===== config.mk =====
export PLATFORM = sky130hd
export DESIGN_NAME = glitch_trigger_sequencer_core
export DESIGN_NICKNAME = d
export VERILOG_FILES = /design/src/design/gts_pkg.sv /design/src/design/gts_ctrl.sv /design/src/design/gts_skid.sv /design/src/design/glitch_trigger_sequencer_core.sv
export SDC_FILE = /design/constraint.sdc
export NUM_CORES = 1
export LEC_CHECK = 0
export ABC_CLOCK_PERIOD_IN_PS = 14900
export BUFFER_PORTS_ARGS = -buffer_cell sky130_fd_sc_hd__buf_2
export CAP_MARGIN = 20
export CORE_ASPECT_RATIO = 1.2
export CORE_UTILIZATION = 45
export CTS_CLUSTER_SIZE = 16
export DETAILED_ROUTE_END_ITERATION = 16
export GPL_ROUTABILITY_DRIVEN = 1
export SETUP_SLACK_MARGIN = 0.05
export SYNTH_ARGS = -nofsm -noshare
export SYNTH_HDL_FRONTEND = slang
export SYNTH_HIERARCHICAL = 1
export SYNTH_SLANG_ARGS = --single-unit

===== constraint.sdc =====
create_clock -name clk -period 14.9 [get_ports clk]
set_input_delay 2.98 -clock clk [delete_from_list [all_inputs] [get_ports clk]]
set_output_delay 2.98 -clock clk [all_outputs]
set_load 0.01 [all_outputs]

===== src/design/gts_pkg.sv =====
package gts_pkg;

  localparam int TIMER_BITS_DEF = 32;
  localparam int DATA_BYTES     = 12;
  localparam int IDX_W          = 4;
  localparam int CFG_IDX_W      = 4;
  localparam int CFG_DATA_W     = 32;
  localparam int WORD_W         = 32;

  typedef enum logic [1:0] {
    CMD_START   = 2'd0,
    CMD_TICK    = 2'd1,
    CMD_BYTE    = 2'd2,
    CMD_WR_DONE = 2'd3
  } cmd_t;

  typedef enum logic [1:0] {
    ACT_SEND   = 2'd0,
    ACT_PMIC   = 2'd1,
    ACT_FINISH = 2'd2
  } action_t;

  typedef enum logic [1:0] {
    SEL_PREP    = 2'd0,
    SEL_GLITCH  = 2'd1,
    SEL_RESTORE = 2'd2
  } pmic_sel_t;

  typedef enum logic [3:0] {
    ST_UNREACHABLE   = 4'd0,
    ST_UNCONNECTABLE = 4'd1,
    ST_UNTRIGGERED   = 4'd2,
    ST_PMIC_FAIL     = 4'd3,
    ST_DEAD          = 4'd4,
    ST_NORMAL        = 4'd5,
    ST_SUCCESS       = 4'd6,
    ST_DATA_TIMEOUT  = 4'd7,
    ST_RESET         = 4'd8,
    ST_ZOMBIE        = 4'd9
  } status_t;

  typedef enum logic [9:0] {
    PH_IDLE       = 10'b00_0000_0001,
    PH_WAIT_READY = 10'b00_0000_0010,
    PH_WAIT_TRIG  = 10'b00_0000_0100,
    PH_PREP_WR    = 10'b00_0000_1000,
    PH_OFFSET     = 10'b00_0001_0000,
    PH_GLITCH_WR  = 10'b00_0010_0000,
    PH_WIDTH      = 10'b00_0100_0000,
    PH_RESTORE_WR = 10'b00_1000_0000,
    PH_WAIT_REPLY = 10'b01_0000_0000,
    PH_COLLECT    = 10'b10_0000_0000
  } phase_t;

  localparam logic [CFG_IDX_W-1:0] REG_OFFSET  = 4'd0;
  localparam logic [CFG_IDX_W-1:0] REG_WIDTH   = 4'd1;
  localparam logic [CFG_IDX_W-1:0] REG_REPLY   = 4'd2;
  localparam logic [CFG_IDX_W-1:0] REG_DATA_TO = 4'd3;
  localparam logic [CFG_IDX_W-1:0] REG_READY   = 4'd4;
  localparam logic [CFG_IDX_W-1:0] REG_CONNECT = 4'd5;
  localparam logic [CFG_IDX_W-1:0] REG_NORMAL  = 4'd6;
  localparam logic [CFG_IDX_W-1:0] REG_SUCCESS = 4'd7;

  typedef struct packed {
    action_t          action;
    logic [7:0]       tx_data;
    pmic_sel_t        pmic_select;
    status_t          status;
    logic [WORD_W-1:0] performed_count;
    logic [WORD_W-1:0] first_result;
    logic [WORD_W-1:0] second_result;
  } result_t;

endpackage


===== src/design/gts_ctrl.sv =====
module gts_ctrl #(
  parameter int TIMER_BITS = gts_pkg::TIMER_BITS_DEF
) (
  input  logic                           clk,
  input  logic                           rst_n,
  input  logic                           in_accept,
  input  logic [1:0]                     in_command,
  input  logic [7:0]                     in_rx_byte,
  input  logic                           in_write_ok,
  input  logic                           cfg_we,
  input  logic [gts_pkg::CFG_IDX_W-1:0]  cfg_index,
  input  logic [gts_pkg::CFG_DATA_W-1:0] cfg_data,
  output logic                           res_valid,
  output gts_pkg::result_t               res
);
  import gts_pkg::*;

  localparam int CMP_W = (TIMER_BITS > 32) ? TIMER_BITS : 32;
  localparam logic [IDX_W-1:0] LAST_IDX = IDX_W'(DATA_BYTES - 1);

  logic [31:0] offset_r, width_r, reply_to_r;
  logic [15:0] data_to_r;
  logic [7:0]  ready_code_r, connect_code_r, normal_code_r, success_code_r;

  phase_t                 phase_r, phase_nxt;
  logic [TIMER_BITS-1:0]  elapsed_r, elapsed_nxt, el_inc;
  logic                   wf_r, wf_nxt;
  logic [IDX_W-1:0]       idx_r, idx_nxt;
  logic [3*WORD_W-1:0]    words_r, words_nxt;
  logic                   held_v_r, held_v_nxt;
  logic [7:0]             held_r, held_nxt;

  cmd_t        cmd;
  logic        take, adv, fin;
  logic [7:0]  tb;
  phase_t      tphase;
  status_t     fin_st;
  logic [CMP_W-1:0] inc_x, off_x, wid_x, rto_x, dto_x;

  assign cmd    = cmd_t'(in_command);
  assign el_inc = (&elapsed_r) ? elapsed_r : elapsed_r + TIMER_BITS'(1);
  assign inc_x  = CMP_W'(el_inc);
  assign off_x  = CMP_W'(offset_r);
  assign wid_x  = CMP_W'(width_r);
  assign rto_x  = CMP_W'(reply_to_r);
  assign dto_x  = CMP_W'(data_to_r);

  always_ff @(posedge clk) begin
    if (!rst_n) begin
      offset_r       <= '0;
      width_r        <= '0;
      reply_to_r     <= 32'd100000;
      data_to_r      <= 16'd1000;
      ready_code_r   <= 8'd82;
      connect_code_r <= 8'd67;
      normal_code_r  <= 8'd78;
      success_code_r <= 8'd83;
    end else if (cfg_we) begin
      unique case (cfg_index)
        REG_OFFSET:  offset_r       <= cfg_data;
        REG_WIDTH:   width_r        <= cfg_data;
        REG_REPLY:   reply_to_r     <= cfg_data;
        REG_DATA_TO: data_to_r      <= cfg_data[15:0];
        REG_READY:   ready_code_r   <= cfg_data[7:0];
        REG_CONNECT: connect_code_r <= cfg_data[7:0];
        REG_NORMAL:  normal_code_r  <= cfg_data[7:0];
        REG_SUCCESS: success_code_r <= cfg_data[7:0];
        default: ;
      endcase
    end
  end

  always_comb begin
    phase_nxt   = phase_r;
    elapsed_nxt = elapsed_r;
    wf_nxt      = wf_r;
    idx_nxt     = idx_r;
    words_nxt   = words_r;
    held_v_nxt  = held_v_r;
    held_nxt    = held_r;
    res_valid   = 1'b0;
    res         = '0;
    take        = 1'b0;
    adv         = 1'b0;
    fin         = 1'b0;
    fin_st      = ST_UNREACHABLE;
    tb          = held_r;
    tphase      = phase_r;

    unique case (cmd)
      CMD_START: begin
        if (phase_r == PH_IDLE) begin
          phase_nxt   = PH_WAIT_READY;
          elapsed_nxt = '0;
          wf_nxt      = 1'b0;
          idx_nxt     = '0;
          tphase      = PH_WAIT_READY;
          take        = held_v_r;
        end
      end
      CMD_TICK: begin
        unique case (phase_r)
          PH_OFFSET: begin
            elapsed_nxt = el_inc;
            if (inc_x >= off_x) begin
              phase_nxt         = PH_GLITCH_WR;
              res_valid         = 1'b1;
              res.action        = ACT_PMIC;
              res.pmic_select   = SEL_GLITCH;
            end
          end
          PH_WIDTH: begin
            elapsed_nxt = el_inc;
            if (inc_x >= wid_x) begin
              phase_nxt         = PH_RESTORE_WR;
              res_valid         = 1'b1;
              res.action        = ACT_PMIC;
              res.pmic_select   = SEL_RESTORE;
            end
          end
          PH_WAIT_READY: begin
            elapsed_nxt = el_inc;
            if (inc_x > rto_x) begin
              fin    = 1'b1;
              fin_st = ST_UNREACHABLE;
            end
          end
          PH_WAIT_TRIG: begin
            elapsed_nxt = el_inc;
            if (inc_x > rto_x) begin
              fin    = 1'b1;
              fin_st = ST_UNTRIGGERED;
            end
          end
          PH_WAIT_REPLY: begin
            elapsed_nxt = el_inc;
            if (inc_x > rto_x) begin
              fin    = 1'b1;
              fin_st = ST_DEAD;
            end
          end
          PH_COLLECT: begin
            elapsed_nxt = el_inc;
            if (inc_x > dto_x) begin
              wf_nxt = 1'b1;
              adv    = 1'b1;
            end
          end
          default: ;
        endcase
      end
      CMD_BYTE: begin
        if (phase_r == PH_WAIT_READY || phase_r == PH_WAIT_TRIG ||
            phase_r == PH_WAIT_REPLY || phase_r == PH_COLLECT) begin
          take = 1'b1;
          tb   = in_rx_byte;
        end else begin
          held_v_nxt = 1'b1;
          held_nxt   = in_rx_byte;
        end
      end
      CMD_WR_DONE: begin
        if (phase_r == PH_PREP_WR || phase_r == PH_GLITCH_WR) begin
          if (!in_write_ok) wf_nxt = 1'b1;
          elapsed_nxt = '0;
          if (phase_r == PH_PREP_WR) begin
            phase_nxt = PH_OFFSET;
            if (offset_r == '0) begin
              phase_nxt       = PH_GLITCH_WR;
              res_valid       = 1'b1;
              res.action      = ACT_PMIC;
              res.pmic_select = SEL_GLITCH;
            end
          end else begin
            phase_nxt = PH_WIDTH;
            if (width_r == '0) begin
              phase_nxt       = PH_RESTORE_WR;
              res_valid       = 1'b1;
              res.action      = ACT_PMIC;
              res.pmic_select = SEL_RESTORE;
            end
          end
        end else if (phase_r == PH_RESTORE_WR) begin
          if (!in_write_ok || wf_r) begin
            wf_nxt = 1'b1;
            fin    = 1'b1;
            fin_st = ST_PMIC_FAIL;
          end else begin
            phase_nxt   = PH_WAIT_REPLY;
            elapsed_nxt = '0;
            tphase      = PH_WAIT_REPLY;
            take        = held_v_r;
          end
        end
      end
      default: ;
    endcase

    if (take) begin
      held_v_nxt = 1'b0;
      held_nxt   = '0;
      unique case (tphase)
        PH_WAIT_READY: begin
          if (tb != ready_code_r) begin
            fin    = 1'b1;
            fin_st = ST_UNCONNECTABLE;
          end else begin
            phase_nxt   = PH_WAIT_TRIG;
            elapsed_nxt = '0;
            res_valid   = 1'b1;
            res.action  = ACT_SEND;
            res.tx_data = connect_code_r;
          end
        end
        PH_WAIT_TRIG: begin
          phase_nxt       = PH_PREP_WR;
          res_valid       = 1'b1;
          res.action      = ACT_PMIC;
          res.pmic_select = SEL_PREP;
        end
        PH_WAIT_REPLY: begin
          if (tb == normal_code_r) begin
            fin    = 1'b1;
            fin_st = ST_NORMAL;
          end else if (tb == success_code_r) begin
            phase_nxt   = PH_COLLECT;
            idx_nxt     = '0;
            elapsed_nxt = '0;
            wf_nxt      = 1'b0;
          end else if (tb == ready_code_r) begin
            fin    = 1'b1;
            fin_st = ST_RESET;
          end else begin
            fin    = 1'b1;
            fin_st = ST_ZOMBIE;
          end
        end
        PH_COLLECT: begin
          words_nxt[{idx_r, 3'b000} +: 8] = tb;
          adv = 1'b1;
        end
        default: ;
      endcase
    end

    if (adv) begin
      idx_nxt     = idx_r + IDX_W'(1);
      elapsed_nxt = '0;
      if (idx_r >= LAST_IDX) begin
        fin    = 1'b1;
        fin_st = wf_nxt ? ST_DATA_TIMEOUT : ST_SUCCESS;
      end
    end

    if (fin) begin
      phase_nxt  = PH_IDLE;
      res_valid  = 1'b1;
      res.action = ACT_FINISH;
      res.status = fin_st;
      if (fin_st == ST_SUCCESS) begin
        res.performed_count = words_nxt[WORD_W-1:0];
        res.first_result    = words_nxt[2*WORD_W-1:WORD_W];
        res.second_result   = words_nxt[3*WORD_W-1:2*WORD_W];
      end
    end

    if (!in_accept) begin
      res_valid = 1'b0;
    end
  end

  always_ff @(posedge clk) begin
    if (!rst_n) begin
      phase_r   <= PH_IDLE;
      elapsed_r <= '0;
      wf_r      <= 1'b0;
      idx_r     <= '0;
      held_v_r  <= 1'b0;
      held_r    <= '0;
    end else if (in_accept) begin
      phase_r   <= phase_nxt;
      elapsed_r <= elapsed_nxt;
      wf_r      <= wf_nxt;
      idx_r     <= idx_nxt;
      held_v_r  <= held_v_nxt;
      held_r    <= held_nxt;
    end
  end

  always_ff @(posedge clk) begin
    if (in_accept) begin
      words_r <= words_nxt;
    end
  end

endmodule


===== src/design/gts_skid.sv =====
module gts_skid (
  input  logic             clk,
  input  logic             rst_n,
  input  logic             res_valid,
  input  gts_pkg::result_t res,
  output logic             full,
  output logic             out_valid,
  input  logic             out_stall,
  output gts_pkg::result_t out_res
);
  import gts_pkg::*;

  logic    out_v_r, out_v_nxt, sk_v_r, sk_v_nxt;
  result_t out_r, out_nxt, sk_r, sk_nxt;

  always_comb begin
    out_v_nxt = out_v_r;
    out_nxt   = out_r;
    sk_v_nxt  = sk_v_r;
    sk_nxt    = sk_r;
    if (out_v_r && !out_stall) begin
      if (sk_v_r) begin
        out_nxt  = sk_r;
        sk_v_nxt = 1'b0;
      end else begin
        out_v_nxt = 1'b0;
      end
    end
    if (res_valid) begin
      if (!out_v_nxt) begin
        out_v_nxt = 1'b1;
        out_nxt   = res;
      end else begin
        sk_v_nxt = 1'b1;
        sk_nxt   = res;
      end
    end
  end

  always_ff @(posedge clk) begin
    if (!rst_n) begin
      out_v_r <= 1'b0;
      sk_v_r  <= 1'b0;
    end else begin
      out_v_r <= out_v_nxt;
      sk_v_r  <= sk_v_nxt;
    end
  end

  always_ff @(posedge clk) begin
    out_r <= out_nxt;
    sk_r  <= sk_nxt;
  end

  assign full      = sk_v_r;
  assign out_valid = out_v_r;
  assign out_res   = out_r;

endmodule


===== src/design/glitch_trigger_sequencer_core.sv =====
// Sequences one voltage-glitch attempt from start, microsecond-tick, target-byte and
// PMIC-write-done transactions. Every input transaction is handled in the cycle it is
// accepted, so one transaction per cycle is sustained while in_stall is low; any result
// is registered into the output buffer. A two-entry output buffer lets input continue
// while a result is stalled; in_stall rises only when both entries are occupied.
// Configuration writes are always ready and must be issued while the sequencer is idle.
module glitch_trigger_sequencer_core #(
  parameter int TIMER_BITS = gts_pkg::TIMER_BITS_DEF
) (
  input  logic                           clk,
  input  logic                           rst_n,
  input  logic                           in_valid,
  output logic                           in_stall,
  input  logic [1:0]                     in_command,
  input  logic [7:0]                     in_rx_byte,
  input  logic                           in_write_ok,
  output logic                           out_valid,
  input  logic                           out_stall,
  output logic [1:0]                     out_action,
  output logic [7:0]                     out_tx_data,
  output logic [1:0]                     out_pmic_select,
  output logic [3:0]                     out_status,
  output logic [gts_pkg::WORD_W-1:0]     out_performed_count,
  output logic [gts_pkg::WORD_W-1:0]     out_first_result,
  output logic [gts_pkg::WORD_W-1:0]     out_second_result,
  input  logic                           cfg_valid,
  output logic                           cfg_ready,
  input  logic [gts_pkg::CFG_IDX_W-1:0]  cfg_index,
  input  logic [gts_pkg::CFG_DATA_W-1:0] cfg_data
);
  import gts_pkg::*;

  logic    in_accept, res_valid, full;
  result_t res, out_res;

  assign cfg_ready = 1'b1;
  assign in_stall  = full;
  assign in_accept = in_valid && !full;

  gts_ctrl #(
    .TIMER_BITS (TIMER_BITS)
  ) u_ctrl (
    .clk         (clk),
    .rst_n       (rst_n),
    .in_accept   (in_accept),
    .in_command  (in_command),
    .in_rx_byte  (in_rx_byte),
    .in_write_ok (in_write_ok),
    .cfg_we      (cfg_valid && cfg_ready),
    .cfg_index   (cfg_index),
    .cfg_data    (cfg_data),
    .res_valid   (res_valid),
    .res         (res)
  );

  gts_skid u_skid (
    .clk       (clk),
    .rst_n     (rst_n),
    .res_valid (res_valid),
    .res       (res),
    .full      (full),
    .out_valid (out_valid),
    .out_stall (out_stall),
    .out_res   (out_res)
  );

  assign out_action          = out_res.action;
  assign out_tx_data         = out_res.tx_data;
  assign out_pmic_select     = out_res.pmic_select;
  assign out_status          = out_res.status;
  assign out_performed_count = out_res.performed_count;
  assign out_first_result    = out_res.first_result;
  assign out_second_result   = out_res.second_result;

endmodule

# After elaboration in Yosys (flattened, before gate mapping)
# Cells that the tools add are included.
op_classes:
  magnitude_cmp: 5
  n_shift: 2
  mux: 147
  add_sub_neg: 3
  eq_ne: 30
  n_reduce_logical: 28
op_table:
  columns: ["cell", "n"]
  rows:
  - ["$mux 112", 4]
  - ["$mux 32", 11]
  - ["$mux 96", 3]
  - ["$mux 10", 14]
  - ["$mux 100", 1]
  - ["$bwmux 96", 1]
  - ["$pmux 32 s3", 1]
  - ["$shift 8x9->96 const A", 1]
  - ["$shiftx 8x9->96", 1]
  - ["$ge 32x32->1", 2]
  - ["$logic_not 32->1", 2]
  - ["$pmux 32 s2", 1]
  - ["$mux 4", 15]
  - ["$pmux 10 s3", 2]
  - ["$mux 1", 57]
  - ["$mux 8", 7]
  - ["$pmux 10 s2", 2]
  - ["$add 32x1->32 const B", 1]
  - ["$gt 32x16->1", 1]
  - ["$gt 32x32->1", 1]
  - ["$reduce_and 32->1", 1]
  - ["$eq 8x8->1", 3]
  - ["$pmux 4 s2", 3]
  - ["$eq 10x10->1 const B", 2]
  - ["36 further kinds", 78]
totals:
  out_inout_bits: 115
  regBits: 522

# Longest topological paths before layout
# Gate-level depths: netlist of run 1.
logic_depth:
  depth_word: 19
  ltp_mapped: 26

# Cells and area by module
# The synthesis of run 1 kept the hierarchy.
by_module_without_submodules:
  columns: ["mod", "area_each_um2", "n_inst", "cells_per_inst", "seq_area_each_um2"]
  rows:
  - ["gts_ctrl", 18341.3, 1, 2164, 6886.6]
  - ["gts_skid", 8714.6, 1, 746, 5645.4]
  - ["glitch_trigger_sequencer_core", 25.0, 1, 3, 0.0]

# Worst setup path before layout of run 1
# No wires, ideal clock.
synth_path:
  path_type: "in2reg"
  start: "in in_write_ok"
  end: "reg u_skid/sk_r[0] in the netlist's numbering, enable pin"
  path_slack_ns: 6.226
  t_arrival_ns: 8.191
  t_required_ns: 14.417
  stages: 11
  path_buffers: 1
  cell_sequence: "nand2b_1 > or4_4 > o21a_1 > o32a_1 > or4_4 > or2_1 > nor2_4 > clkbuf_1 > inv_1 > a41oi_1 > and2_1"
synth_via:
  elab_chain_len: 15
  elab_cells_between_ends: 32
  cone_classes: "eq/ne: 4; mux: 25; reduce/logical: 3"
synth_lines:
  columns: ["item", "line", "source"]
  rows:
  - ["start: declaration", "glitch_trigger_sequencer_core.sv:16", "input logic in_write_ok,"]
  - ["$logic_not 1->1 *", null, null]
  - ["$logic_or 1x1->1 *", "gts_ctrl.sv:184", "if (!in_write_ok || wf_r) begin"]
  - ["parallel branches: the longest is 10 deep, another holds $mux 10", null, null]
  - ["$mux 1 *", "gts_ctrl.sv:255", "if (fin) begin"]
  - ["$mux 1 *", "gts_ctrl.sv:267", "if (!in_accept) begin"]
  - ["via res_valid", "glitch_trigger_sequencer_core.sv:33", "logic in_accept, res_valid, full;"]
  - ["$reduce_and 2->1 (no line) *", null, null]
  - ["end signal: assignment", "gts_skid.sv:52", "sk_r <= sk_nxt;"]
  - ["end: declaration", "gts_skid.sv:14", "result_t out_r, out_nxt, sk_r, sk_nxt;"]
# Mark *: on every way through the listed nets, which the timed path passes.
# A chain may end at the register's enable or synchronous reset.

# Final worst setup path of run 1
layout_path:
  start: "in in_command[0]"
  end: "reg u_skid/sk_r[83] in the netlist's numbering, enable pin"
layout_via:
  elab_chain_len: 12
  elab_cells_between_ends: 32
  cone_classes: "eq/ne: 10; mux: 20; reduce/logical: 2"
layout_lines:
  columns: ["item", "line", "source"]
  rows:
  - ["start: declaration", "glitch_trigger_sequencer_core.sv:14", "input logic [1:0] in_command,"]
  - ["$eq 2x2->1", "gts_ctrl.sv:90", "unique case (cmd)"]
  - ["$mux 8", "gts_ctrl.sv:90", null]
  - ["$eq 8x8->1", "gts_ctrl.sv:225", "end else if (tb == success_code_r) begin"]
  - ["$mux 1", "gts_ctrl.sv:225", null]
  - ["$mux 1", "gts_ctrl.sv:222", "if (tb == normal_code_r) begin"]
  - ["$pmux 1 s2", "gts_ctrl.sv:202", "unique case (tphase)"]
  - ["$mux 1", "gts_ctrl.sv:199", "if (take) begin"]
  - ["$mux 1", "gts_ctrl.sv:249", "if (idx_r >= LAST_IDX) begin"]
  - ["$mux 1", "gts_ctrl.sv:246", "if (adv) begin"]
  - ["$mux 1 *", "gts_ctrl.sv:255", null]
  - ["$mux 1 *", "gts_ctrl.sv:267", null]
  - ["via res_valid", "glitch_trigger_sequencer_core.sv:33", null]
  - ["$reduce_and 2->1 (no line) *", null, null]
# The timed path passes the listed nets; every way through them passes the cells marked *.

==> run summary, run 1 <==
POWER AND IR DROP
-------------------------------------------------------------------------------------------------
Power per unit of standard cell area ...............................................  106 mW/mm^2
Internal Pwr Total .................................................................      2.43 mW
Worst supply voltage drop on vdd ...................................................    0.0897 mV
Fraction of power consumed by the clock network ....................................        44.1%
Sw power ...........................................................................     0.749 mW
Share of power burned in registers .................................................        49.0%
Leakage Power ......................................................................      11.5 nW
Comb power frac ....................................................................         6.9%
Switching Fraction .................................................................        23.6%

CTS
-------------------------------------------------------------------------------------------------
Buffers from clock root to sink, at most ...........................................            3
Clock transition at the registers of the reported paths ............................      0.06 ns
H-Tree Depth .......................................................................            2
Cell at the root of the clock tree ................................................. sky130_fd_sc_hd__clkbuf_16
Count of buffers added by post-CTS timing repair for setup .........................            0
CTS tree ...........................................................................          yes
Number of sinks driven by the clock tree ...........................................          522
Resize count post-CTS ..............................................................            0
Hold Buf Count CTS .................................................................            0
Worst-skew pair later-pin latency ..................................................      0.61 ns
Clock buffers created by TritonCTS .................................................           55

STA
-------------------------------------------------------------------------------------------------
Clock skew after layout ............................................................    0.0211 ns
Setup TNS ..........................................................................         0 ns
Final period utilization ...........................................................        51.9%
Transition time at the pin with the least slew margin ..............................      1.07 ns
Max-slew violation count ...........................................................            0
RSZ-0062 raised after global routing ...............................................        false
Time the final worst path needs with I/O delays and setup ..........................      7.73 ns
Final-report hold violation count ..................................................            0
Headroom to the max-slew limit .....................................................        28.8%
Final hold slack ...................................................................     0.464 ns
Number of setup violations in the final report .....................................            0
Highest achievable clock rate ......................................................      129 MHz

ROUTE
-------------------------------------------------------------------------------------------------
Count of vias placed by the detailed router ........................................        21800
DRC marker count from the first detailed-route iteration ...........................         1634
Drt via density ....................................................................         5.71
Number of DRC violations after detailed routing ....................................            0
Final wirelength ...................................................................     78200 um
Post-route ant nets ................................................................            0
Detailed-routing iteration count for the pre-antenna-repair pass ...................            5
Avg WL per Cell ....................................................................      20.5 um

SETUP PATH
-------------------------------------------------------------------------------------------------
Launch instance of the worst register-to-register path ............................. u_ctrl/elapsed_r[13]$_SDFFE_PN0P_
Cell with the largest stage delay on the worst path ................................ sky130_fd_sc_hd__buf_4
Critical Path Sink Type ............................................................    flip-flop
Data required time at the worst endpoint ...........................................     15.12 ns
Worst setup path end ............................................................... u_skid/sk_r[83]$_DFFE_PP_
Register-to-Register Setup Slack ...................................................      7.40 ns
Worst-path maximum fanout ..........................................................           62
Class of the most critical setup path .............................................. input pin to flip-flop
Cell chain of the critical path .................................................... buf_2, inv_1, ha_1, and3_1, mux2i_1, buf_4, xor2_1, nand4_1, a21oi_1, nor4b_4, a41oi_1, and2_4, buf_4
Arrival time at the worst endpoint .................................................      7.95 ns
Reg2Reg Capture Point .............................................................. u_skid/sk_r[83]$_DFFE_PP_
Kind of start point of the critical path ...........................................    input pin
Crit path largest cell delay .......................................................      0.82 ns
Reg2Reg Depth ......................................................................           17
Library cell appearing most often on the critical path ............................. sky130_fd_sc_hd__buf_4
Launch point of the worst path ..................................................... in_command[0]

SYNTH
-------------------------------------------------------------------------------------------------
Gate count of the mapped netlist ...................................................         2913
Dominant cell type by area after synthesis ......................................... sky130_fd_sc_hd__dfxtp_1
Fraction of registers with async set or reset after synthesis ......................           0%
Post-Synthesis Net Count ...........................................................         3084
Simple-Gate Fraction of Synth Area .................................................        19.3%
Leading register cell type out of synthesis ........................................ sky130_fd_sc_hd__dfxtp_1
Most common cell in the netlist .................................................... sky130_fd_sc_hd__nand2_1
Summed instance area of the synthesized netlist .................................... 0.0271 sq mm
Commonest cells in the synthesized netlist ......................................... sky130_fd_sc_hd__nand2_1 (423), sky130_fd_sc_hd__dfxtp_1 (314), sky130_fd_sc_hd__inv_1 (253)
Post-synthesis mux area share ......................................................        1.50%
Post-synthesis compound-gate area fraction .........................................        18.6%
Sequential cell area fraction in the yosys report ..................................        46.3%
Post-synth EDFFs ...................................................................          208
Avg Inst Size Synth ................................................................   9.30 sq um
Share of the synthesized area in the top cell type .................................        23.2%
Post-synthesis share of cell area spent on xor and xnor gates ......................        1.39%
Post-synthesis register bit count ..................................................          522
Area contributors post-synth ....................................................... sky130_fd_sc_hd__dfxtp_1 (23%), sky130_fd_sc_hd__edfxtp_1 (23%), sky130_fd_sc_hd__nand2_1 (5.9%)
Share of synthesized cell area in full adder, half adder and majority cells ........        5.54%
Warnings from Yosys ................................................................            6
Largest family of logic cells by synthesized area .................................. simple AND/OR/NAND/NOR gates
Number of distinct library cell variants in the gate-level netlist after synthesis .           91

RUN STATUS
-------------------------------------------------------------------------------------------------
Outcome ............................................................................ finished, final reports clean

FLOORPLAN
-------------------------------------------------------------------------------------------------
Number of top-level design ports ...................................................          167
Floorplan row count ................................................................           98
Core area .......................................................................... 0.0596 sq mm
Die width ..........................................................................       226 um
Die footprint ...................................................................... 0.0612 sq mm
Die Height .........................................................................       271 um
Initial cell density of the core ...................................................        45.4%

MIN PATH
-------------------------------------------------------------------------------------------------
Startpoint of the worst hold path .................................................. u_ctrl/reply_to_r[8]$_SDFFE_PN0P_
Tightest Hold Check Type ........................................................... flip-flop to flip-flop

PLACE
-------------------------------------------------------------------------------------------------
Post-detail-place hpwl .............................................................     53600 um
Routability Congestion .............................................................        0.908
IO Port Bufs .......................................................................          165

GRT
-------------------------------------------------------------------------------------------------
Wire length of the first global-routing pass .......................................    122000 um
Largest net degree at the start of global routing ..................................          112
Number of antenna violations at the first check in global routing ..................            0
Via count of the first global-routing pass .........................................        21400
Sum of overflow across all layers after global routing .............................            0
Total track usage ..................................................................        25.2%

CELLS AND AREA
-------------------------------------------------------------------------------------------------
FILL cells .........................................................................         5611
Net total in the final layout ......................................................         3148
Growth of design area from synthesis to finish .....................................        10.9%
Share of layout cells above drive strength 1 .......................................        12.3%
Ant diodes .........................................................................            0

FLOW RUN
-------------------------------------------------------------------------------------------------
Max capacitance violation total ....................................................            0

[state kept, by name, indices dropped and copies added (netlist names), 16 cells and up]
| register | flops |
|---|---|
| u_ctrl/data_to_r | 16 |
| u_ctrl/reply_to_r | 32 |
| u_ctrl/words_r | 96 |
| u_ctrl/elapsed_r | 32 |
| u_skid/sk_r | 112 |
| u_ctrl/wid_x | 32 |
| u_ctrl/off_x | 32 |
| u_skid/out_res | 112 |
[cell type report]
class	instances	area [sq um]	area share, %
Sequential cell	522	12500	41.7
Timing Repair Buffer	201	1110	3.71
Clock inverter	20	228	0.758
Multi-Input combinational cell	1943	12600	41.9
Inverter	254	955	3.18
Clock buffer	83	1600	5.34
Tap cell	800	1000	3.33
[power groups by stage]
stage	sequential (mW)	clock [mW]	combinational, mW
after floorplan	1.59	0	0.128
after global placement	1.59	0	0.212
after detailed placement	1.59	0	0.216
after CTS	1.56	1.43	0.218
after global routing	1.56	1.48	0.238
final	1.56	1.40	0.219
[kinds of logic after synthesis]
logic type,Yosys count
and+or+nand+nor,1025
AOI/OAI and AO/OA,714
other,1
DFF,522
adders and majority gates,120
muxes,40
xor gates and xnor gates,43
buffers and inverters,448
[worst max-delay path, delay by kind of cell]
| kind | cells | cell delay (ns) |
|---|---|---|
| and+or+nand+nor | 4 | 1.79 |
| buffers and inverters | 4 | 1.34 |
| AOI/OAI and AO/OA | 2 | 0.83 |
| muxes | 1 | 0.50 |
| xor gates and xnor gates | 1 | 0.22 |
| adders and majority gates | 1 | 0.17 |
[per-layer routing]
layer  vias to the layer above  routed length, um  track usage (%)
li1                      10500                  -                -
met1                     10600              32900             31.5
met2                       579              40100             45.1
met3                       125               3270             2.73
met4                         0               1970             7.45
met5                         -                  0                0
[how the worst min path moves through the flow]
| stage | to | depth (start not counted) | slack (ns) |
|---|---|---|---|
| global route | u_ctrl/data_to_r[14]$_SDFFE_PN0P_ | 2 | 0.49 |
| floorplan | u_ctrl/connect_code_r[0]$_SDFFE_PN1P_ | 2 | 0.43 |
| finish | u_ctrl/reply_to_r[8]$_SDFFE_PN0P_ | 2 | 0.46 |
| detailed placement | u_ctrl/connect_code_r[6]$_SDFFE_PN1P_ | 2 | 0.45 |
| global placement | u_ctrl/connect_code_r[1]$_SDFFE_PN1P_ | 2 | 0.45 |
| CTS | u_ctrl/reply_to_r[8]$_SDFFE_PN0P_ | 2 | 0.47 |
[cells in the final DEF (no fill, tap or decap), drive strengths merged, types with 11 or more instances in the layout]
cell type,count
nor2b,128
buf,201
dfxtp,314
o22ai,127
nand4,37
o31ai,31
o211ai,19
a221oi,115
clkinv,11
and2,30
a21o,18
or2,21
a21oi,55
nand3,46
a211oi,15
inv,257
xor2,21
nor2,183
o21ai,134
clkbuf,83
o21a,12
xnor2,22
and3,17
a31oi,12
nor3,32
mux2i,39
nand2b,26
nand2,423
a22o,14
nor4,40
a21boi,117
ha,119
edfxtp,208
[stage by stage]
stage | instance area, sq um | power (mW) | setup WS, ns | std cells | utilization [%]
floorplan | 27100 | 1.72 | 6.23 | 2913 | -
global placement | 28200 | 1.80 | 6.50 | 3717 | 47.3
detailed placement | 28200 | 1.80 | 6.32 | 3717 | 47.3
CTS | 30000 | 3.21 | 6.93 | 3820 | 50.3
global route | 30000 | 3.28 | 6.86 | 3823 | 50.4
finish | 30000 | 3.18 | 7.17 | 3823 | 50.4
Power figures use the tool's default switching activity.
==> inputs of run 2 (changes only) <==
ABC_CLOCK_PERIOD_IN_PS = 7200   (was 14900)
clock period = 7.2 ns   (was 14.9 ns; I/O delays follow)
==> run 2 against run 1 <==
Against the previous run: sequential cell count did not move; clock skew rose by 0.0069 ns; critical path depth rose by 9; sequential power rose by 110%.
==> run summary, run 2 (synthesis gave the netlist of run 1 again) <==
SETUP PATH
-------------------------------------------------------------------------------------
Class of the most critical setup path .................................. flip-flop to flip-flop
Worst-path maximum fanout ..............................................           24   -61%
Data required time at the worst endpoint ...............................      7.65 ns   -7.47 ns
Top cell family by delay on the critical path .......................... simple AND/OR/NAND/NOR gates
Crit path largest cell delay ...........................................      0.69 ns   -0.13 ns
Cell with the largest stage delay on the worst path .................... sky130_fd_sc_hd__a2111oi_0
CP bufs+invs ...........................................................            2   -2
Arrival time at the worst endpoint .....................................      7.15 ns   -0.80 ns
Library cell appearing most often on the critical path ................. sky130_fd_sc_hd__nor2_1
Register-to-Register Setup Slack .......................................      0.50 ns   -6.90 ns
Critical Path Sink Type ................................................    flip-flop
Kind of start point of the critical path ...............................    flip-flop
Cell chain of the critical path ........................................ ha_1, nand4_1, or4_4, nor3_1, buf_4, or3_1, nor2_1, nand3_1, or2_2, xnor2_1, ha_1, nand4_1, nor2_1, a2111oi_0, a2bb2oi_1, a311oi_1, nor4b_4, a41oi_1, a21o_4, buf_4, nor2_1, a221oi_1
Reg2Reg Depth ..........................................................           22   +5
Number of cells on the critical path ...................................           22   +9

FLOORPLAN
-------------------------------------------------------------------------------------
Die width ..............................................................       226 um   unchanged
Number of top-level design ports .......................................          167   unchanged
Floorplan row count ....................................................           98   unchanged
Initial cell density of the core .......................................        45.4%   unchanged
Core area .............................................................. 0.0596 sq mm   unchanged
Die Height .............................................................       271 um   unchanged
Die footprint .......................................................... 0.0612 sq mm   unchanged

GRT
-------------------------------------------------------------------------------------
Number of antenna violations at the first check in global routing ......            1   +1
Largest net degree at the start of global routing ......................           96   -14%
Routing usage on met1 ..................................................        31.6%   +0.12 points
Global-route met2 utilization ..........................................        43.7%   -1.5 points
Met3 layer usage reported by global route ..............................        3.19%   +0.47 points
Total track usage ......................................................        25.4%   +0.17 points
Wire length of the first global-routing pass ...........................    122000 um   about the same
Gr busiest metal .......................................................         met2
Via count of the first global-routing pass .............................        21300   -0.42%
Sum of overflow across all layers after global routing .................            0   unchanged

CTS
-------------------------------------------------------------------------------------
H-Tree Depth ...........................................................            2   unchanged
Worst-skew pair later-pin latency ......................................      0.63 ns   +0.02 ns
Cell at the root of the clock tree ..................................... sky130_fd_sc_hd__clkbuf_16
Clock transition at the registers of the reported paths ................      0.06 ns   about the same
CTS tree ...............................................................          yes
Hold Buf Count CTS .....................................................            0   unchanged
Count of buffers added by post-CTS timing repair for setup .............            0   unchanged
Resize count post-CTS ..................................................            0   unchanged
Clock buffers created by TritonCTS .....................................           57   +3.6%
Number of sinks driven by the clock tree ...............................          522   unchanged
Buffers from clock root to sink, at most ...............................            3   unchanged

CELLS AND AREA
-------------------------------------------------------------------------------------
Ant diodes .............................................................            0   unchanged
Highest-count cells in the layout ignoring fill and taps ............... sky130_fd_sc_hd__nand2_1 (423), sky130_fd_sc_hd__dfxtp_1 (313), sky130_fd_sc_hd__inv_1 (253), sky130_fd_sc_hd__edfxtp_1 (208), sky130_fd_sc_hd__nor2_1 (182)
FILL cells .............................................................         5536   -1.3%
Multi-input combinational cell area .................................... 0.0126 sq mm   about the same
Design area ............................................................ 0.0304 sq mm   +1.2%
Storage cell area ...................................................... 0.0125 sq mm   unchanged
Net total in the final layout ..........................................         3166   +0.57%
Fin cells ..............................................................         3840   +0.44%
Growth of design area from synthesis to finish .........................        12.2%
Most frequent standard cell in the layout excluding fill and tap cells . sky130_fd_sc_hd__nand2_1
Share of layout cells above drive strength 1 ...........................        12.9%   +0.59 points

PLACE
-------------------------------------------------------------------------------------
Post-detail-place hpwl .................................................     53700 um   +0.15%
IO Port Bufs ...........................................................          165   unchanged
Area of placed instances ............................................... 0.0284 sq mm   +0.86%
Worst slack, placed ....................................................     0.611 ns   -5.71 ns
Routability Congestion .................................................        0.951   +4.7%
Cell Count Post-Placement ..............................................         3736   +0.51%

ROUTE
-------------------------------------------------------------------------------------
Post-route ant nets ....................................................            0   unchanged
Final wirelength .......................................................     78600 um   +0.47%
Count of vias placed by the detailed router ............................        21900   +0.29%
Drt via density ........................................................         5.70   -0.15%
DRC marker count from the first detailed-route iteration ...............         1396   -15%
Avg WL per Cell ........................................................      20.5 um   about the same
Detailed-routing iteration count for the pre-antenna-repair pass .......            6   +1
Number of DRC violations after detailed routing ........................            0   unchanged

STA
-------------------------------------------------------------------------------------
Final period utilization ...............................................        93.0%
Highest achievable clock rate ..........................................      149 MHz
Number of setup violations in the final report .........................            0   unchanged
Time the final worst path needs with I/O delays and setup ..............      6.70 ns
Headroom to the max-slew limit .........................................        29.5%   +0.69 points
Setup TNS ..............................................................         0 ns   unchanged
Clock skew after layout ................................................    0.0280 ns   +0.00692 ns
Max-slew violation count ...............................................            0   unchanged
Transition time at the pin with the least slew margin ..................      1.03 ns   -0.0398 ns
Final-report hold violation count ......................................            0   unchanged
RSZ-0062 raised after global routing ...................................        false
Worst path setup slack after routing ...................................     0.501 ns   -6.67 ns

MIN PATH
-------------------------------------------------------------------------------------
Count of cells along the worst hold path ...............................            2   unchanged
Tightest Hold Check Type ............................................... flip-flop to flip-flop

FLOW RUN
-------------------------------------------------------------------------------------
Max capacitance violation total ........................................            0   unchanged

POWER AND IR DROP
-------------------------------------------------------------------------------------
Power per unit of standard cell area ...................................  222 mW/mm^2   +110%
Leakage Power ..........................................................      11.2 nW   -3.0%
Worst supply voltage drop on vdd .......................................     0.161 mV   +79%

RUN STATUS
-------------------------------------------------------------------------------------
Outcome ................................................................ finished, final reports clean

run 2: cell type report:
type | instances | share of cell area, %
repair buffers | 217 | 4.34
multi-input cells | 1943 | 41.5
clock inverters | 31 | 1.27
clock buffers | 73 | 5.23
inverters | 254 | 3.14
well taps | 800 | 3.29
flip-flops and latches | 522 | 41.3
run 2: layer usage:
layer | wire length, um | vias to the layer above | share of wire [%]
met4 | 3140 | 2 | 4.0
met2 | 38900 | 678 | 50
met1 | 32800 | 10500 | 42
li1 | - | 10500 | -
met3 | 3710 | 165 | 4.7
met5 | 14 | - | 0.018
run 2: final timing paths:
| kind | from | to |
|---|---|---|
| max reg2reg | u_ctrl/elapsed_r[0]$_SDFFE_PN0P_ | u_skid/out_res[4]$_DFF_P_ |
| min reg2reg | u_ctrl/data_to_r[4]$_SDFFE_PN0P_ | u_ctrl/data_to_r[4]$_SDFFE_PN0P_ |
| max | u_ctrl/elapsed_r[0]$_SDFFE_PN0P_ | u_skid/out_res[4]$_DFF_P_ |
| min | u_ctrl/data_to_r[4]$_SDFFE_PN0P_ | u_ctrl/data_to_r[4]$_SDFFE_PN0P_ |
run 2: worst register-to-register path: cells and delay by family, from the launching register on:
| kind | cells | cell delay (ns) |
|---|---|---|
| adders and majority gates | 2 | 0.60 |
| and+or+nand+nor | 11 | 2.39 |
| buffers and inverters | 2 | 0.44 |
| DFF | 1 | 0.36 |
| xor gates and xnor gates | 1 | 0.42 |
| AOI/OAI and AO/OA | 6 | 2.33 |
run 2: metrics by stage:
stage	power (mW)	util, %	hold WS, ns
2_1_floorplan	3.55	-	0.433
3_3_place_gp	3.73	47.7	0.448
3_5_place_dp	3.74	47.7	0.459
4_1_cts	6.81	51.0	0.469
5_1_grt	6.98	51.0	0.482
6_report	6.74	51.0	0.464
run 2: report_power, final:
| group | total, mW | switching (mW) | internal, mW | leakage, nW |
|---|---|---|---|---|
| Clock | 3.06 | 1.25 | 1.81 | 0.972 |
| Combinational | 0.455 | 0.271 | 0.184 | 5.92 |
| Sequential | 3.22 | 0.0655 | 3.16 | 4.30 |
==> inputs of run 3 (changes only) <==
SYNTH_HIERARCHICAL = unset   (was 1)
==> run 3 against run 2 <==
Against the previous run: sequential power down 4%; largest cell class is now registers; worst hold slack worse by 0.0079 ns; sequential cell count did not move; critical path type unchanged.
==> run summary, run 3 <==
SYNTH
-------------------------------------------------------------------------------------------------
Fraction of registers with async set or reset after synthesis ......................           0%   unchanged
Largest family of logic cells by synthesized area .................................. simple AND/OR/NAND/NOR gates
Post-synthesis compound-gate area fraction .........................................        11.6%   -7.0 points
Share of synthesized cell area in full adder, half adder and majority cells ........        5.66%   +0.12 points
Post-synthesis share of cell area spent on xor and xnor gates ......................        1.75%   +0.36 points
Number of distinct library cell variants in the gate-level netlist after synthesis .           89   -2.2%
Commonest cells in the synthesized netlist ......................................... sky130_fd_sc_hd__nand2_1 (382), sky130_fd_sc_hd__dfxtp_1 (314), sky130_fd_sc_hd__mux2_2 (213)
Simple-Gate Fraction of Synth Area .................................................        16.0%   -3.3 points
Share of the synthesized area in the top cell type .................................        23.9%   +0.68 points
Post-Synthesis Net Count ...........................................................         2854   -7.5%
Post-synth EDFFs ...................................................................          208   unchanged
Post-synthesis register bit count ..................................................          522   unchanged
Avg Inst Size Synth ................................................................   9.81 sq um   +5.5%
Gate count of the mapped netlist ...................................................         2683   -7.9%
Summed instance area of the synthesized netlist .................................... 0.0263 sq mm   -2.9%
Leading register cell type out of synthesis ........................................ sky130_fd_sc_hd__dfxtp_1
Most common cell in the netlist .................................................... sky130_fd_sc_hd__nand2_1
Dominant cell type by area after synthesis ......................................... sky130_fd_sc_hd__dfxtp_1
Sequential cell area fraction in the yosys report ..................................        47.6%   +1.4 points
Post-synthesis mux area share ......................................................        12.3%   +11 points
Area contributors post-synth ....................................................... sky130_fd_sc_hd__dfxtp_1 (24%), sky130_fd_sc_hd__edfxtp_1 (24%), sky130_fd_sc_hd__mux2_2 (9.1%)
Warnings from Yosys ................................................................            0   -6

STA
-------------------------------------------------------------------------------------------------
Clock skew after layout ............................................................    0.0221 ns   -0.00593 ns
Final period utilization ...........................................................        89.3%   -3.8 points
Worst path setup slack after routing ...............................................     0.774 ns   +0.272 ns
Number of setup violations in the final report .....................................            0   unchanged
RSZ-0062 raised after global routing ...............................................        false
Headroom to the max-slew limit .....................................................        23.9%   -5.6 points
Setup TNS ..........................................................................         0 ns   unchanged
Max-slew violation count ...........................................................            0   unchanged
Final hold slack ...................................................................     0.456 ns   -0.00795 ns
Transition time at the pin with the least slew margin ..............................      1.14 ns   +0.113 ns
Time the final worst path needs with I/O delays and setup ..........................      6.43 ns   -0.272 ns
Highest achievable clock rate ......................................................      156 MHz   +4.2%
Final-report hold violation count ..................................................            0   unchanged

CTS
-------------------------------------------------------------------------------------------------
CTS tree ...........................................................................          yes
Worst-skew pair later-pin latency ..................................................      0.61 ns   -0.02 ns
Count of buffers added by post-CTS timing repair for setup .........................            0   unchanged
Resize count post-CTS ..............................................................            0   unchanged
H-Tree Depth .......................................................................            2   unchanged
Clock transition at the registers of the reported paths ............................      0.07 ns   about the same
Hold Buf Count CTS .................................................................            0   unchanged
Buffers from clock root to sink, at most ...........................................            3   unchanged
Number of sinks driven by the clock tree ...........................................          522   unchanged
Clock buffers created by TritonCTS .................................................           54   -5.3%
Cell at the root of the clock tree ................................................. sky130_fd_sc_hd__clkbuf_16

ROUTE
-------------------------------------------------------------------------------------------------
Avg WL per Cell ....................................................................      20.6 um   +0.61%
Count of vias placed by the detailed router ........................................        20000   -8.9%
Final wirelength ...................................................................     73800 um   -6.1%
DRC marker count from the first detailed-route iteration ...........................         1170   -16%
Detailed-routing iteration count for the pre-antenna-repair pass ...................            5   -1
Drt via density ....................................................................         5.57   -2.4%
Number of DRC violations after detailed routing ....................................            0   unchanged
Post-route ant nets ................................................................            0   unchanged

SETUP PATH
-------------------------------------------------------------------------------------------------
Cell with the largest stage delay on the worst path ................................ sky130_fd_sc_hd__or4_1
Cell chain of the critical path .................................................... nand4_1, or4_1, nor3_1, buf_4, nor2_1, nand3_1, nor2_1, xor2_1, ha_1, nand2_1, nor2_1, a2111oi_0, o311ai_0, a21oi_1, o21ai_0, a211oi_1, o221ai_1, o31ai_4, buf_12, mux2_2
Library cell appearing most often on the critical path ............................. sky130_fd_sc_hd__nor2_1
Arrival time at the worst endpoint .................................................      6.92 ns   -0.23 ns
Register-to-Register Setup Slack ...................................................      0.77 ns   +0.27 ns
Worst-path maximum fanout ..........................................................           42   +75%
Crit path largest cell delay .......................................................      0.63 ns   -0.06 ns
Class of the most critical setup path .............................................. flip-flop to flip-flop
Top cell family by delay on the critical path ...................................... compound AO/OA/AOI/OAI gates
Kind of start point of the critical path ...........................................    flip-flop
Critical Path Sink Type ............................................................    flip-flop
CP bufs+invs .......................................................................            2   unchanged
Data required time at the worst endpoint ...........................................      7.69 ns   +0.04 ns

POWER AND IR DROP
-------------------------------------------------------------------------------------------------
Worst supply voltage drop on vdd ...................................................     0.173 mV   +7.8%
Share of power burned in registers .................................................        49.9%   +2.1 points
Switching Fraction .................................................................        22.1%   -1.4 points
Power per unit of standard cell area ...............................................  208 mW/mm^2   -6.3%
Sw power ...........................................................................      1.37 mW   -14%
Leakage Power ......................................................................      12.0 nW   +7.4%
Fraction of power consumed by the clock network ....................................        46.3%   +0.9 points
Internal Pwr Total .................................................................      4.81 mW   -6.6%
Comb power frac ....................................................................         3.8%   -3.0 points
PnR Total Power ....................................................................      6.18 mW   -8.3%

PLACE
-------------------------------------------------------------------------------------------------
Routability Congestion .............................................................        0.907   -4.7%
IO Port Bufs .......................................................................          165   unchanged
Post-detail-place hpwl .............................................................     53200 um   -1.0%
Worst slack, placed ................................................................     0.791 ns   +0.180 ns

CELLS AND AREA
-------------------------------------------------------------------------------------------------
Multi-input combinational cell area ................................................ 0.0125 sq mm   -0.72%
Growth of design area from synthesis to finish .....................................        13.1%
FILL cells .........................................................................         5362   -3.1%
Share of layout cells above drive strength 1 .......................................        19.3%   +6.4 points
Storage cell area .................................................................. 0.0125 sq mm   about the same
Most frequent standard cell in the layout excluding fill and tap cells ............. sky130_fd_sc_hd__nand2_1
Net total in the final layout ......................................................         2976   -6.0%
Highest-count cells in the layout ignoring fill and taps ........................... sky130_fd_sc_hd__nand2_1 (382), sky130_fd_sc_hd__dfxtp_1 (314), sky130_fd_sc_hd__mux2_2 (213), sky130_fd_sc_hd__edfxtp_1 (208), sky130_fd_sc_hd__inv_1 (188)
Ant diodes .........................................................................            0   unchanged

FLOORPLAN
-------------------------------------------------------------------------------------------------
Die Height .........................................................................       267 um   -1.4%
Initial cell density of the core ...................................................        45.7%   +0.28 points
Die footprint ...................................................................... 0.0594 sq mm   -2.8%
Floorplan row count ................................................................           96   -2.0%
Die width ..........................................................................       223 um   -1.4%
Core area .......................................................................... 0.0575 sq mm   -3.5%
Number of top-level design ports ...................................................          167   unchanged

GRT
-------------------------------------------------------------------------------------------------
Largest net degree at the start of global routing ..................................          106   +10%
Sum of overflow across all layers after global routing .............................            0   unchanged
Number of antenna violations at the first check in global routing ..................            0   -1
Via count of the first global-routing pass .........................................        20100   -5.7%
Wire length of the first global-routing pass .......................................    115000 um   -6.1%
Total track usage ..................................................................        24.7%   -0.63 points

MIN PATH
-------------------------------------------------------------------------------------------------
Tightest Hold Check Type ........................................................... flip-flop to flip-flop

RUN STATUS
-------------------------------------------------------------------------------------------------
Outcome ............................................................................ finished, final reports clean

FLOW RUN
-------------------------------------------------------------------------------------------------
Max capacitance violation total ....................................................            0   unchanged

## run 3: area by class of cell
cell class | instances | area share [%]
sequential | 522 | 42.1
multi-input combinational | 1824 | 42.0
clock buffer | 80 | 5.35
timing repair buffer | 213 | 4.26
tap | 735 | 3.09
inverter | 190 | 2.41
clock inverter | 20 | 0.761
## run 3: path summary, 6_finish.rpt
path	startpoint	to	cells past startpoint
max	u_ctrl.elapsed_r[18]$_SDFFE_PN0P_	u_skid.out_res[29]$_DFF_P_	20
min	u_ctrl.data_to_r[14]$_SDFFE_PN0P_	u_ctrl.data_to_r[14]$_SDFFE_PN0P_	2
max reg2reg	u_ctrl.elapsed_r[18]$_SDFFE_PN0P_	u_skid.out_res[29]$_DFF_P_	20
min reg2reg	u_ctrl.data_to_r[14]$_SDFFE_PN0P_	u_ctrl.data_to_r[14]$_SDFFE_PN0P_	2
## run 3: power groups by stage
stage | sequential, mW | combinational, mW | clock [mW]
5_1_grt | 3.08 | 0.258 | 3.05
4_1_cts | 3.08 | 0.235 | 2.93
2_1_floorplan | 3.14 | 0.135 | 0
3_3_place_gp | 3.15 | 0.233 | 0
6_report | 3.08 | 0.236 | 2.86
3_5_place_dp | 3.15 | 0.235 | 0
## run 3: cell families (layout without fill, tap and decap cells)
family / after synthesis / after routing
xor gates and xnor gates: 51 / 51
adders and majority gates: 119 / 119
AOI/OAI and AO/OA: 477 / 477
buffers and inverters: 337 / 503
and+or+nand+nor: 881 / 881
other: 1 / 1
DFF: 522 / 522
muxes: 295 / 295
## run 3: per-layer routing
metal	up-vias	GRT usage [%]	routed length, um
li1	9761	-	-
met1	9586	29.6	30700
met2	480	45.1	37800
met3	130	3.15	2900
met4	0	8.87	2410
met5	-	0	0
## run 3: through the flow
step / util [%] / cell area (sq um) / instances
floorplan: - / 26300 / 2683
global placement: 48.5 / 27900 / 3482
detailed placement: 48.5 / 27900 / 3483
CTS: 51.7 / 29700 / 3583
global route: 51.7 / 29800 / 3584
finish: 51.7 / 29800 / 3584
## run 3: tightest hold or removal path, delay by kind of cell (launching register included)
| kind | cells | cell delay [ns] |
|---|---|---|
| AO/OA/AOI/OAI | 1 | 0.05 |
| flip-flops | 1 | 0.31 |
| AND/OR/NAND/NOR | 1 | 0.05 |
